## config.mk

```make
export PLATFORM = sky130hd
export DESIGN_NAME = i2c_master_bit_engine
export DESIGN_NICKNAME = d
export VERILOG_FILES = /design/src/rtl/core/i2c_mbe_pkg.sv /design/src/rtl/core/i2c_mbe_front.sv /design/src/rtl/core/i2c_mbe_back.sv /design/src/rtl/core/i2c_master_bit_engine.sv
export VERILOG_INCLUDE_DIRS = /design/src /design/src/rtl/core
export SDC_FILE = /design/constraint.sdc
export NUM_CORES = 1
export LEC_CHECK = 0
export BUFFER_PORTS_ARGS = -buffer_cell sky130_fd_sc_hd__buf_2
export CAP_MARGIN = 5
export CORE_UTILIZATION = 60
export DETAILED_ROUTE_END_ITERATION = 7
export PLACE_DENSITY = 0.8
export REMOVE_ABC_BUFFERS = 1
export SETUP_SLACK_MARGIN = 0.1
export SYNTH_ARGS = -nofsm -noshare
export SYNTH_HDL_FRONTEND = slang
export SYNTH_HIERARCHICAL = 1
export SYNTH_SLANG_ARGS = --single-unit
```

## constraint.sdc

```tcl
create_clock -name clk_i -period 4.3 [get_ports clk_i]
set_input_delay 0.645 -clock clk_i [delete_from_list [all_inputs] [get_ports clk_i]]
set_output_delay 0.645 -clock clk_i [all_outputs]
set_load 0.02 [all_outputs]
```

## src/rtl/core/i2c_master_bit_engine_macros.svh

```systemverilog
// ----------------------------------------------------------------------------
// I2C master bit engine assertion macros
// Shorthand for the concurrent checks of the bit engine, clocked on clk_i and
// disabled while rst_ni is low.
// ----------------------------------------------------------------------------
`ifndef I2C_MASTER_BIT_ENGINE_MACROS_SVH
`define I2C_MASTER_BIT_ENGINE_MACROS_SVH

// The consequent must hold in the same cycle as the antecedent.
`define I2C_MBE_ASSERT_NOW(lbl, ante, cons, msg) \
  lbl: assert property (@(posedge clk_i) disable iff (!rst_ni) (ante) |-> (cons)) \
    else $error(msg);

// The consequent must hold in the cycle after the antecedent.
`define I2C_MBE_ASSERT_NEXT(lbl, ante, cons, msg) \
  lbl: assert property (@(posedge clk_i) disable iff (!rst_ni) (ante) |=> (cons)) \
    else $error(msg);

`endif

```

## src/rtl/core/i2c_mbe_pkg.sv

```systemverilog
// ----------------------------------------------------------------------------
// I2C master bit engine package
// Command and phase codes, register indexes, the request types passed between
// the front and back parts, and the delay helper.
// ----------------------------------------------------------------------------
package i2c_mbe_pkg;

  // Bus commands carried in the mode field.
  typedef enum logic [2:0] {
    CMD_START = 3'd0,
    CMD_STOP  = 3'd1,
    CMD_WRITE = 3'd2,
    CMD_WACK  = 3'd3,
    CMD_READ  = 3'd4
  } cmd_e;

  // Sequencer phases of the back part.
  typedef enum logic [3:0] {
    PH_IDLE  = 4'd0,
    PH_ST1   = 4'd1,
    PH_ST2   = 4'd2,
    PH_SP1   = 4'd3,
    PH_SP2   = 4'd4,
    PH_SP3   = 4'd5,
    PH_WSET  = 4'd6,
    PH_WHI   = 4'd7,
    PH_WLO   = 4'd8,
    PH_RLO   = 4'd9,
    PH_RHI   = 4'd10,
    PH_RALO  = 4'd11,
    PH_RAHI  = 4'd12,
    PH_AREL  = 4'd13,
    PH_AHI   = 4'd14,
    PH_APOLL = 4'd15
  } phase_e;

  // Configuration register indexes.
  localparam int unsigned CfgIdxW = 2;
  localparam logic [CfgIdxW-1:0] REG_TICKS_PER_UNIT = 2'd0;
  localparam logic [CfgIdxW-1:0] REG_ACK_POLL_LIMIT = 2'd1;

  // Reset values of the configuration registers.
  localparam logic [15:0] TICKS_PER_UNIT_RST = 16'd8;
  localparam logic [7:0]  ACK_POLL_LIMIT_RST = 8'd250;

  // Hold lengths as a shift of the unit tick count.
  localparam logic [1:0] HOLD_1U = 2'd0;
  localparam logic [1:0] HOLD_2U = 2'd1;
  localparam logic [1:0] HOLD_4U = 2'd2;

  // Width of the hold counter: four units of the largest unit length.
  localparam int unsigned DelayW = 18;

  // Number of bits in one byte transfer.
  localparam logic [3:0] BITS_PER_BYTE = 4'd8;

  // One classified tick request from the front part.
  typedef struct packed {
    logic       cmd_ok;
    cmd_e       mode;
    logic [7:0] tx_byte;
    logic       send_ack;
    logic       sda_in;
  } item_t;

  // One result of a tick.
  typedef struct packed {
    logic       scl_out;
    logic       sda_out;
    logic       busy_res;
    logic       done_res;
    logic [7:0] rx_byte;
    logic       ack_failed;
  } res_t;

  // A configuration write request.
  typedef struct packed {
    logic               valid;
    logic [CfgIdxW-1:0] index;
    logic [15:0]        data;
  } cfg_wr_t;

  // Reload value of the hold counter: hold length in ticks, minus one.
  // A unit length of zero counts as one tick.
  function automatic logic [DelayW-1:0] hold_delay(input logic [15:0] tpu,
                                                   input logic [1:0]  hold);
    logic [DelayW-1:0] t;
    t = (tpu == 16'd0) ? DelayW'(1) : DelayW'(tpu);
    return (t << hold) - DelayW'(1);
  endfunction

endpackage

```

## src/rtl/core/i2c_mbe_front.sv

```systemverilog
// ----------------------------------------------------------------------------
// I2C master bit engine front part
// Accepts tick requests, classifies the command field and holds them in a
// two-entry queue for the back part.
// ----------------------------------------------------------------------------
module i2c_mbe_front (
  input  logic                clk_i,
  input  logic                rst_ni,
  input  logic                push,
  output logic                full,
  input  logic                cmd_valid_i,
  input  logic [2:0]          mode_i,
  input  logic [7:0]          tx_byte_i,
  input  logic                send_ack_i,
  input  logic                sda_in_i,
  output logic                item_valid_o,
  output i2c_mbe_pkg::item_t  item_o,
  input  logic                item_pop_i
);
  import i2c_mbe_pkg::*;

  item_t      mem_q [2];
  logic       wr_ptr_q, wr_ptr_d;
  logic       rd_ptr_q, rd_ptr_d;
  logic [1:0] cnt_q, cnt_d;
  logic       push_ok;
  logic       pop_ok;
  item_t      item_in;

  // Classify the request: only a known mode with cmd_valid is a command.
  always_comb begin
    item_in.cmd_ok   = cmd_valid_i &&
                       (mode_i inside {CMD_START, CMD_STOP, CMD_WRITE, CMD_WACK, CMD_READ});
    item_in.mode     = cmd_e'(mode_i);
    item_in.tx_byte  = tx_byte_i;
    item_in.send_ack = send_ack_i;
    item_in.sda_in   = sda_in_i;
  end

  // Queue control.
  assign full         = (cnt_q == 2'd2);
  assign push_ok      = push && !full;
  assign item_valid_o = (cnt_q != 2'd0);
  assign pop_ok       = item_pop_i && item_valid_o;
  assign item_o       = mem_q[rd_ptr_q];

  always_comb begin
    wr_ptr_d = push_ok ? !wr_ptr_q : wr_ptr_q;
    rd_ptr_d = pop_ok ? !rd_ptr_q : rd_ptr_q;
    cnt_d    = cnt_q + {1'b0, push_ok} - {1'b0, pop_ok};
  end

  always_ff @(posedge clk_i or negedge rst_ni) begin
    if (!rst_ni) begin
      wr_ptr_q <= 1'b0;
      rd_ptr_q <= 1'b0;
      cnt_q    <= 2'd0;
    end else begin
      wr_ptr_q <= wr_ptr_d;
      rd_ptr_q <= rd_ptr_d;
      cnt_q    <= cnt_d;
    end
  end

  // Queue storage.
  always_ff @(posedge clk_i) begin
    if (push_ok) begin
      mem_q[wr_ptr_q] <= item_in;
    end
  end

endmodule

```

## src/rtl/core/i2c_mbe_back.sv

```systemverilog
// ----------------------------------------------------------------------------
// I2C master bit engine back part
// Runs the bus sequencer one tick per request, holds the configuration
// registers and queues the results in a two-entry output queue.
// ----------------------------------------------------------------------------
module i2c_mbe_back (
  input  logic                  clk_i,
  input  logic                  rst_ni,
  input  i2c_mbe_pkg::cfg_wr_t  cfg_i,
  input  logic                  item_valid_i,
  input  i2c_mbe_pkg::item_t    item_i,
  output logic                  item_pop_o,
  output logic                  empty,
  input  logic                  pop,
  output i2c_mbe_pkg::res_t     res_o
);
  import i2c_mbe_pkg::*;

  // Configuration registers.
  logic [15:0] tpu_q;
  logic [7:0]  limit_q;

  // Sequencer state.
  phase_e            phase_q, phase_d;
  cmd_e              active_q, active_d;
  logic [3:0]        bit_q, bit_d;
  logic [7:0]        shift_q, shift_d;
  logic [DelayW-1:0] delay_q, delay_d;
  logic [7:0]        poll_q, poll_d;
  logic              ack_choice_q, ack_choice_d;
  logic              scl_q, scl_d;
  logic              sda_q, sda_d;

  logic       done;
  logic [7:0] rx;
  logic       failed;
  logic [3:0] bit_inc;
  logic [7:0] shift_in;
  logic       fire;
  res_t       res_in;

  // Result queue.
  res_t       rmem_q [2];
  logic       rwr_q, rrd_q;
  logic [1:0] rcnt_q, rcnt_d;
  logic       res_full;
  logic       rpop_ok;

  // Configuration writes; indexes outside the list are dropped.
  always_ff @(posedge clk_i or negedge rst_ni) begin
    if (!rst_ni) begin
      tpu_q   <= TICKS_PER_UNIT_RST;
      limit_q <= ACK_POLL_LIMIT_RST;
    end else if (cfg_i.valid) begin
      if (cfg_i.index == REG_TICKS_PER_UNIT) begin
        tpu_q <= cfg_i.data;
      end
      if (cfg_i.index == REG_ACK_POLL_LIMIT) begin
        limit_q <= cfg_i.data[7:0];
      end
    end
  end

  // A request is processed when the result queue has room.
  assign res_full   = (rcnt_q == 2'd2);
  assign fire       = item_valid_i && !res_full;
  assign item_pop_o = fire;

  assign bit_inc  = bit_q + 4'd1;
  assign shift_in = {shift_q[6:0], item_i.sda_in};

  // Sequencer next state for one tick.
  always_comb begin
    phase_d      = phase_q;
    active_d     = active_q;
    bit_d        = bit_q;
    shift_d      = shift_q;
    delay_d      = delay_q;
    poll_d       = poll_q;
    ack_choice_d = ack_choice_q;
    scl_d        = scl_q;
    sda_d        = sda_q;
    done         = 1'b0;
    rx           = 8'd0;
    failed       = 1'b0;

    if (phase_q == PH_IDLE) begin
      if (item_i.cmd_ok) begin
        active_d = item_i.mode;
        bit_d    = 4'd0;
        poll_d   = 8'd0;
        case (item_i.mode)
          CMD_START: begin
            scl_d   = 1'b1;
            sda_d   = 1'b1;
            phase_d = PH_ST1;
            delay_d = hold_delay(tpu_q, HOLD_4U);
          end
          CMD_STOP: begin
            scl_d   = 1'b0;
            sda_d   = 1'b0;
            phase_d = PH_SP1;
            delay_d = hold_delay(tpu_q, HOLD_4U);
          end
          CMD_WRITE: begin
            scl_d   = 1'b0;
            sda_d   = item_i.tx_byte[7];
            shift_d = {item_i.tx_byte[6:0], 1'b0};
            phase_d = PH_WSET;
            delay_d = hold_delay(tpu_q, HOLD_2U);
          end
          CMD_WACK: begin
            sda_d   = 1'b1;
            phase_d = PH_AREL;
            delay_d = hold_delay(tpu_q, HOLD_1U);
          end
          default: begin
            ack_choice_d = item_i.send_ack;
            shift_d      = 8'd0;
            scl_d        = 1'b0;
            sda_d        = 1'b1;
            phase_d      = PH_RLO;
            delay_d      = hold_delay(tpu_q, HOLD_2U);
          end
        endcase
      end
    end else if (delay_q != '0) begin
      delay_d = delay_q - DelayW'(1);
    end else begin
      case (phase_q)
        PH_ST1: begin
          scl_d   = 1'b1;
          sda_d   = 1'b0;
          phase_d = PH_ST2;
          delay_d = hold_delay(tpu_q, HOLD_4U);
        end
        PH_ST2: begin
          scl_d   = 1'b0;
          sda_d   = 1'b0;
          phase_d = PH_IDLE;
          done    = 1'b1;
        end
        PH_SP1: begin
          scl_d   = 1'b1;
          sda_d   = 1'b0;
          phase_d = PH_SP2;
          delay_d = hold_delay(tpu_q, HOLD_4U);
        end
        PH_SP2: begin
          scl_d   = 1'b1;
          sda_d   = 1'b1;
          phase_d = PH_SP3;
          delay_d = hold_delay(tpu_q, HOLD_4U);
        end
        PH_SP3: begin
          phase_d = PH_IDLE;
          done    = 1'b1;
          failed  = (active_q == CMD_WACK);
        end
        PH_WSET: begin
          scl_d   = 1'b1;
          phase_d = PH_WHI;
          delay_d = hold_delay(tpu_q, HOLD_2U);
        end
        PH_WHI: begin
          scl_d   = 1'b0;
          phase_d = PH_WLO;
          delay_d = hold_delay(tpu_q, HOLD_2U);
        end
        PH_WLO: begin
          bit_d = bit_inc;
          if (bit_inc >= BITS_PER_BYTE) begin
            phase_d = PH_IDLE;
            done    = 1'b1;
          end else begin
            scl_d   = 1'b0;
            sda_d   = shift_q[7];
            shift_d = {shift_q[6:0], 1'b0};
            phase_d = PH_WSET;
            delay_d = hold_delay(tpu_q, HOLD_2U);
          end
        end
        PH_RLO: begin
          scl_d   = 1'b1;
          sda_d   = 1'b1;
          phase_d = PH_RHI;
          delay_d = hold_delay(tpu_q, HOLD_1U);
        end
        PH_RHI: begin
          shift_d = shift_in;
          bit_d   = bit_inc;
          scl_d   = 1'b0;
          delay_d = hold_delay(tpu_q, HOLD_2U);
          if (bit_inc >= BITS_PER_BYTE) begin
            sda_d   = !ack_choice_q;
            phase_d = PH_RALO;
          end else begin
            sda_d   = 1'b1;
            phase_d = PH_RLO;
          end
        end
        PH_RALO: begin
          scl_d   = 1'b1;
          phase_d = PH_RAHI;
          delay_d = hold_delay(tpu_q, HOLD_2U);
        end
        PH_RAHI: begin
          scl_d   = 1'b0;
          phase_d = PH_IDLE;
          done    = 1'b1;
          rx      = shift_q;
        end
        PH_AREL: begin
          scl_d   = 1'b1;
          sda_d   = 1'b1;
          phase_d = PH_AHI;
          delay_d = hold_delay(tpu_q, HOLD_1U);
        end
        default: begin
          // Acknowledge polling: low SDA ends the wait, too many highs fail it.
          if (!item_i.sda_in) begin
            scl_d   = 1'b0;
            phase_d = PH_IDLE;
            done    = 1'b1;
          end else if ({1'b0, poll_q} + 9'd1 > {1'b0, limit_q}) begin
            scl_d   = 1'b0;
            sda_d   = 1'b0;
            phase_d = PH_SP1;
            delay_d = hold_delay(tpu_q, HOLD_4U);
          end else begin
            poll_d  = poll_q + 8'd1;
            phase_d = PH_APOLL;
            delay_d = '0;
          end
        end
      endcase
    end
  end

  // Sequencer registers advance once per processed request.
  always_ff @(posedge clk_i or negedge rst_ni) begin
    if (!rst_ni) begin
      phase_q      <= PH_IDLE;
      active_q     <= CMD_START;
      bit_q        <= 4'd0;
      shift_q      <= 8'd0;
      delay_q      <= '0;
      poll_q       <= 8'd0;
      ack_choice_q <= 1'b0;
      scl_q        <= 1'b1;
      sda_q        <= 1'b1;
    end else if (fire) begin
      phase_q      <= phase_d;
      active_q     <= active_d;
      bit_q        <= bit_d;
      shift_q      <= shift_d;
      delay_q      <= delay_d;
      poll_q       <= poll_d;
      ack_choice_q <= ack_choice_d;
      scl_q        <= scl_d;
      sda_q        <= sda_d;
    end
  end

  // Result of this tick.
  always_comb begin
    res_in.scl_out    = scl_d;
    res_in.sda_out    = sda_d;
    res_in.busy_res   = (phase_d != PH_IDLE);
    res_in.done_res   = done;
    res_in.rx_byte    = rx;
    res_in.ack_failed = failed;
  end

  // Result queue control.
  assign empty   = (rcnt_q == 2'd0);
  assign rpop_ok = pop && !empty;
  assign res_o   = rmem_q[rrd_q];
  assign rcnt_d  = rcnt_q + {1'b0, fire} - {1'b0, rpop_ok};

  always_ff @(posedge clk_i or negedge rst_ni) begin
    if (!rst_ni) begin
      rwr_q  <= 1'b0;
      rrd_q  <= 1'b0;
      rcnt_q <= 2'd0;
    end else begin
      if (fire) begin
        rwr_q <= !rwr_q;
      end
      if (rpop_ok) begin
        rrd_q <= !rrd_q;
      end
      rcnt_q <= rcnt_d;
    end
  end

  // Result queue storage.
  always_ff @(posedge clk_i) begin
    if (fire) begin
      rmem_q[rwr_q] <= res_in;
    end
  end

endmodule

```

## src/rtl/core/i2c_master_bit_engine.sv

```systemverilog
// ----------------------------------------------------------------------------
// I2C master bit engine
// Open-drain SCL/SDA sequencer for start, stop, byte write, acknowledge wait
// and byte read, stepped by one tick request per clock while full is low.
//
//   Channel   Handshake                Payload
//   ticks     push / full              cmd_valid, mode, tx_byte, send_ack, sda_in
//   results   empty / pop              scl_out, sda_out, busy_res, done_res,
//                                      rx_byte, ack_failed
//   config    cfg_valid / cfg_ready    cfg_index, cfg_data
//
// One tick request is taken per cycle while full is low; each gives one result.
// A result passes through the front queue, then the sequencer step into the
// result queue. Either side may stall: the two-entry queues absorb it, and
// full, from the front queue alone, rises only after the result queue filled.
// Reset empties both queues, idles the sequencer with both lines released
// and loads the register reset values.
// Configuration writes are taken in any cycle; cfg_ready is always high.
// ----------------------------------------------------------------------------
`include "i2c_master_bit_engine_macros.svh"

module i2c_master_bit_engine (
  input  logic        clk_i,
  input  logic        rst_ni,
  // Tick requests.
  input  logic        push,
  output logic        full,
  input  logic        cmd_valid_i,
  input  logic [2:0]  mode_i,
  input  logic [7:0]  tx_byte_i,
  input  logic        send_ack_i,
  input  logic        sda_in_i,
  // Results.
  output logic        empty,
  input  logic        pop,
  output logic        scl_out_o,
  output logic        sda_out_o,
  output logic        busy_res_o,
  output logic        done_res_o,
  output logic [7:0]  rx_byte_o,
  output logic        ack_failed_o,
  // Configuration writes.
  input  logic        cfg_valid_i,
  output logic        cfg_ready_o,
  input  logic [1:0]  cfg_index_i,
  input  logic [15:0] cfg_data_i
);
  import i2c_mbe_pkg::*;

  item_t   item;
  logic    item_valid;
  logic    item_pop;
  res_t    res;
  cfg_wr_t cfg_wr;

  // Configuration port.
  assign cfg_ready_o  = 1'b1;
  assign cfg_wr.valid = cfg_valid_i && cfg_ready_o;
  assign cfg_wr.index = cfg_index_i;
  assign cfg_wr.data  = cfg_data_i;

  // Front part: intake and classification.
  i2c_mbe_front u_front (
    .clk_i        (clk_i),
    .rst_ni       (rst_ni),
    .push         (push),
    .full         (full),
    .cmd_valid_i  (cmd_valid_i),
    .mode_i       (mode_i),
    .tx_byte_i    (tx_byte_i),
    .send_ack_i   (send_ack_i),
    .sda_in_i     (sda_in_i),
    .item_valid_o (item_valid),
    .item_o       (item),
    .item_pop_i   (item_pop)
  );

  // Back part: bus sequencer and result queue.
  i2c_mbe_back u_back (
    .clk_i        (clk_i),
    .rst_ni       (rst_ni),
    .cfg_i        (cfg_wr),
    .item_valid_i (item_valid),
    .item_i       (item),
    .item_pop_o   (item_pop),
    .empty        (empty),
    .pop          (pop),
    .res_o        (res)
  );

  // Result ports.
  assign scl_out_o    = res.scl_out;
  assign sda_out_o    = res.sda_out;
  assign busy_res_o   = res.busy_res;
  assign done_res_o   = res.done_res;
  assign rx_byte_o    = res.rx_byte;
  assign ack_failed_o = res.ack_failed;

  // A finished command leaves the sequencer idle.
  `I2C_MBE_ASSERT_NOW(a_done_idle, !empty && done_res_o, !busy_res_o, "done while busy")
  // A failed acknowledge wait is reported only with done.
  `I2C_MBE_ASSERT_NOW(a_fail_done, !empty && ack_failed_o, done_res_o, "fail without done")
  // The failure path ends after the stop sequence with both lines released.
  `I2C_MBE_ASSERT_NOW(a_fail_lines, !empty && ack_failed_o, scl_out_o && sda_out_o,
                      "fail with lines held low")
  // Received data appears only on a done result.
  `I2C_MBE_ASSERT_NOW(a_rx_done, !empty && (rx_byte_o != 8'd0), done_res_o,
                      "rx data without done")

endmodule

```

==> out/results.ini <==
[timing]
tightest_slew_ns = 1.22
tns_ns = 0
fin_crit_ns = 3.74
relSlewSlack = 0.185
fin_crit_sh = 0.870
slew_violations = 0
hold_viol = 0
grt_setup_unrepaired = no
clock_skew_ns = 0.00981
setup_violations = 0
fmax_ghz = 0.267

[setup_path]
ff2ff_setup_slack_ns = 0.56
reg2regPathDepth = 11
cp_slowest_cell = dfrtp_1
required_ns = 4.60
worstSetupEndpointType = register
crit_path_max_incr_delay_ns = 0.51
cpLargestDelayFamily = simple AND/OR/NAND/NOR gates
crit_type = reg2reg
arrival_ns = 4.04
critPathMaxFanout = 8
cp-start-kind = register
timing.critical_path.buf_inv = 0
timing.rr.start = u_back/tpu_q[9]
reg2reg_to = u_back/delay_q[11]
crit_chain = nor4_2 > and2_1 > a21oi_1 > ha_1 > nor3b_2 > nand2_1 > or3_1 > xnor2_1 > a221oi_1 > o21ai_0 > a221o_1

[die]
std_cell_rows = 41
start_util = 0.622
die-height_um = 117
coreArea_um2 = 12800
die_w_um = 117
io_pins = 53
die_area_um2 = 13700

[power_and_ir_drop]
p_per_area_nw_per_um2 = 677
max-vdd-ir-drop_mv = 0.394
power_mw = 6.03
leakage_nw = 3.60

[cts]
h-tree-depth = 4
clk_latency_ns = 0.43
cts_root_buf = clkbuf_16
clk_pin_slew_worst_paths_ns = 0.06
numClockSinks = 134
numCtsBuffers = 17
cts_tree = yes
cts_buffer_depth = 2
holdBufCountCts = 0

[synth]
synthFlopType = dfrtp_1
synth_edf_count = 54
avgSynthCellArea_um2 = 10.1
yosysTopAreaCell = dfrtp_1
yosys_warnings = 6
synthTopCellsByCount = dfrtp_1, nand2_1, nor2_1
ys_seq_area_frac = 0.457
synthTopCellsByArea = dfrtp_1, edfxtp_1, mux2_2
synth_seq_cells = 134
netlist_area_um2 = 7950
yosysMostFrequentCell = dfrtp_1
synthCells = 786
ys_types = 80
synth_top_area_share = 0.223
async_reset_ff_frac = 0.597

[placement]
port_buffers = 51
hpwl_mm = 14.5
numPlacedInstances = 977
gp_congestion = 0.943
dpl_cell_area_um2 = 8340

[grt]
overflow = 0
grt_pass1_vias = 6275
grt_pass1_wl_mm = 32.4
track_usage = 0.317
antenna_found_initial = 0
grt_max_degree = 81

[route]
wl_mm = 20.6
firstDrtPassIters = 5
vias = 6636
final_antenna_net_count = 0
drc = 0
drt_iter0_markers = 836
wl_per_cell_um = 20.4
via_per_inst = 6.58

[final_layout]
fin_util = 0.698
finalNetCount = 877
final-seq-area_um2 = 3630
finalInstanceArea_um2 = 8910
antenna_cells = 0
finalNonFillerCells = 1009
fillers = 970
multi_input_area_um2 = 4030
drive_above_1_share = 0.221
synthToLayoutAreaGrowth_pct = 12.1

[outcome]
status = finished clean

[worst_hold_path]
hold_path.class = in2async

[run]
cap_violations = 0

==> through the flow <==
stage,setup slack [ns],hold WS (ns)
2_1_floorplan,0.422,0.349
3_3_place_gp,0.569,0.460
3_5_place_dp,0.405,0.465
4_1_cts,0.377,0.390
5_1_grt,0.303,0.399
6_report,0.559,0.395
==> state kept, by name (all words and copies together), names as in the netlist, 2 cells and up <==
register and count:
u_front/cnt_q 2, u_back/tpu_q 16, u_front/mem_q 28, u_back/limit_q 8, u_back/phase_q 4, u_back/active_q 3
u_back/rmem_q 26, u_back/shift_q 8, u_back/poll_q 8, u_back/delay_q 18, u_back/bit_q 4, u_back/rcnt_q 2
==> cells by family after synthesis <==
group,after synthesis,synth area share
compound gates,230,0.200
buf+inv,75,0.0389
other cells,1,0.000472
mux,52,0.0777
xor+xnor,35,0.0386
flops,134,0.457
simple gates,243,0.162
fa+ha+maj,16,0.0252
==> report_power, final <==
part	internal [mW]	total [mW]	switching, mW
clock	0.816	1.38	0.565
combinational	0.942	2.51	1.57
sequential	1.79	2.14	0.351
total	3.55	6.03	2.48
==> worst reg2reg max path, stage by stage, from the launching register on <==
cell and delay (ns):
dfrtp_1 0.51, nor4_2 0.14, and2_1 0.22, a21oi_1 0.51, ha_1 0.29, nor3b_2 0.38
nand2_1 0.20, or3_1 0.37, xnor2_1 0.21, a221oi_1 0.29, o21ai_0 0.15, a221o_1 0.34
==> area by class of cell <==
class,instances,share of cell area
inverter,29,0.0122
timing repair buffer,65,0.0407
tap,172,0.0241
clock inverter,13,0.0138
multi-input combinational,577,0.452
sequential,134,0.408
clock buffer,19,0.0497
==> placed cells by master (no fill, tap or decap), types with 14 or more instances in the layout <==
cell	count
dfrtp_1	71
nand2_1	64
nor2_1	58
edfxtp_1	54
a21oi_1	51
buf_2	50
o21ai_0	47
mux2_2	42
inv_1	29
xnor2_1	21
and2_1	18
a22oi_1	18
clkbuf_16	17
nand3_1	16
o221ai_1	16
ha_1	16
buf_4	15
nor3_1	15
xor2_1	14
==> layer usage <==
layer | global-route usage | up-vias | wire length, um
met1 | 0.446 | 3195 | 8890
met3 | 0.0577 | 31 | 1720
met5 | 0 | - | 0
met4 | 0.106 | 0 | 284
met2 | 0.497 | 372 | 9650
li1 | - | 3038 | -
==> worst max path at each step <==
stage | depth (start not counted) | slack (ns) | to | start
finish | 11 | 0.56 | u_back/delay_q[11] | u_back/tpu_q[9]
floorplan | 6 | 0.42 | u_back/delay_q[6] | u_back/phase_q[0]
detailed placement | 11 | 0.40 | u_back/delay_q[11] | u_back/tpu_q[9]
CTS | 11 | 0.38 | u_back/delay_q[11] | u_back/tpu_q[9]
global route | 11 | 0.30 | u_back/delay_q[11] | u_back/tpu_q[9]
global placement | 11 | 0.57 | u_back/delay_q[11] | u_back/tpu_q[3]
==> repair_timing <==
action,CTS,global route
resized for setup,0,1
buffers inserted,0,0
endpoints found under the setup margin,0,1
Note: power is estimated with default switching activity, not from simulation.
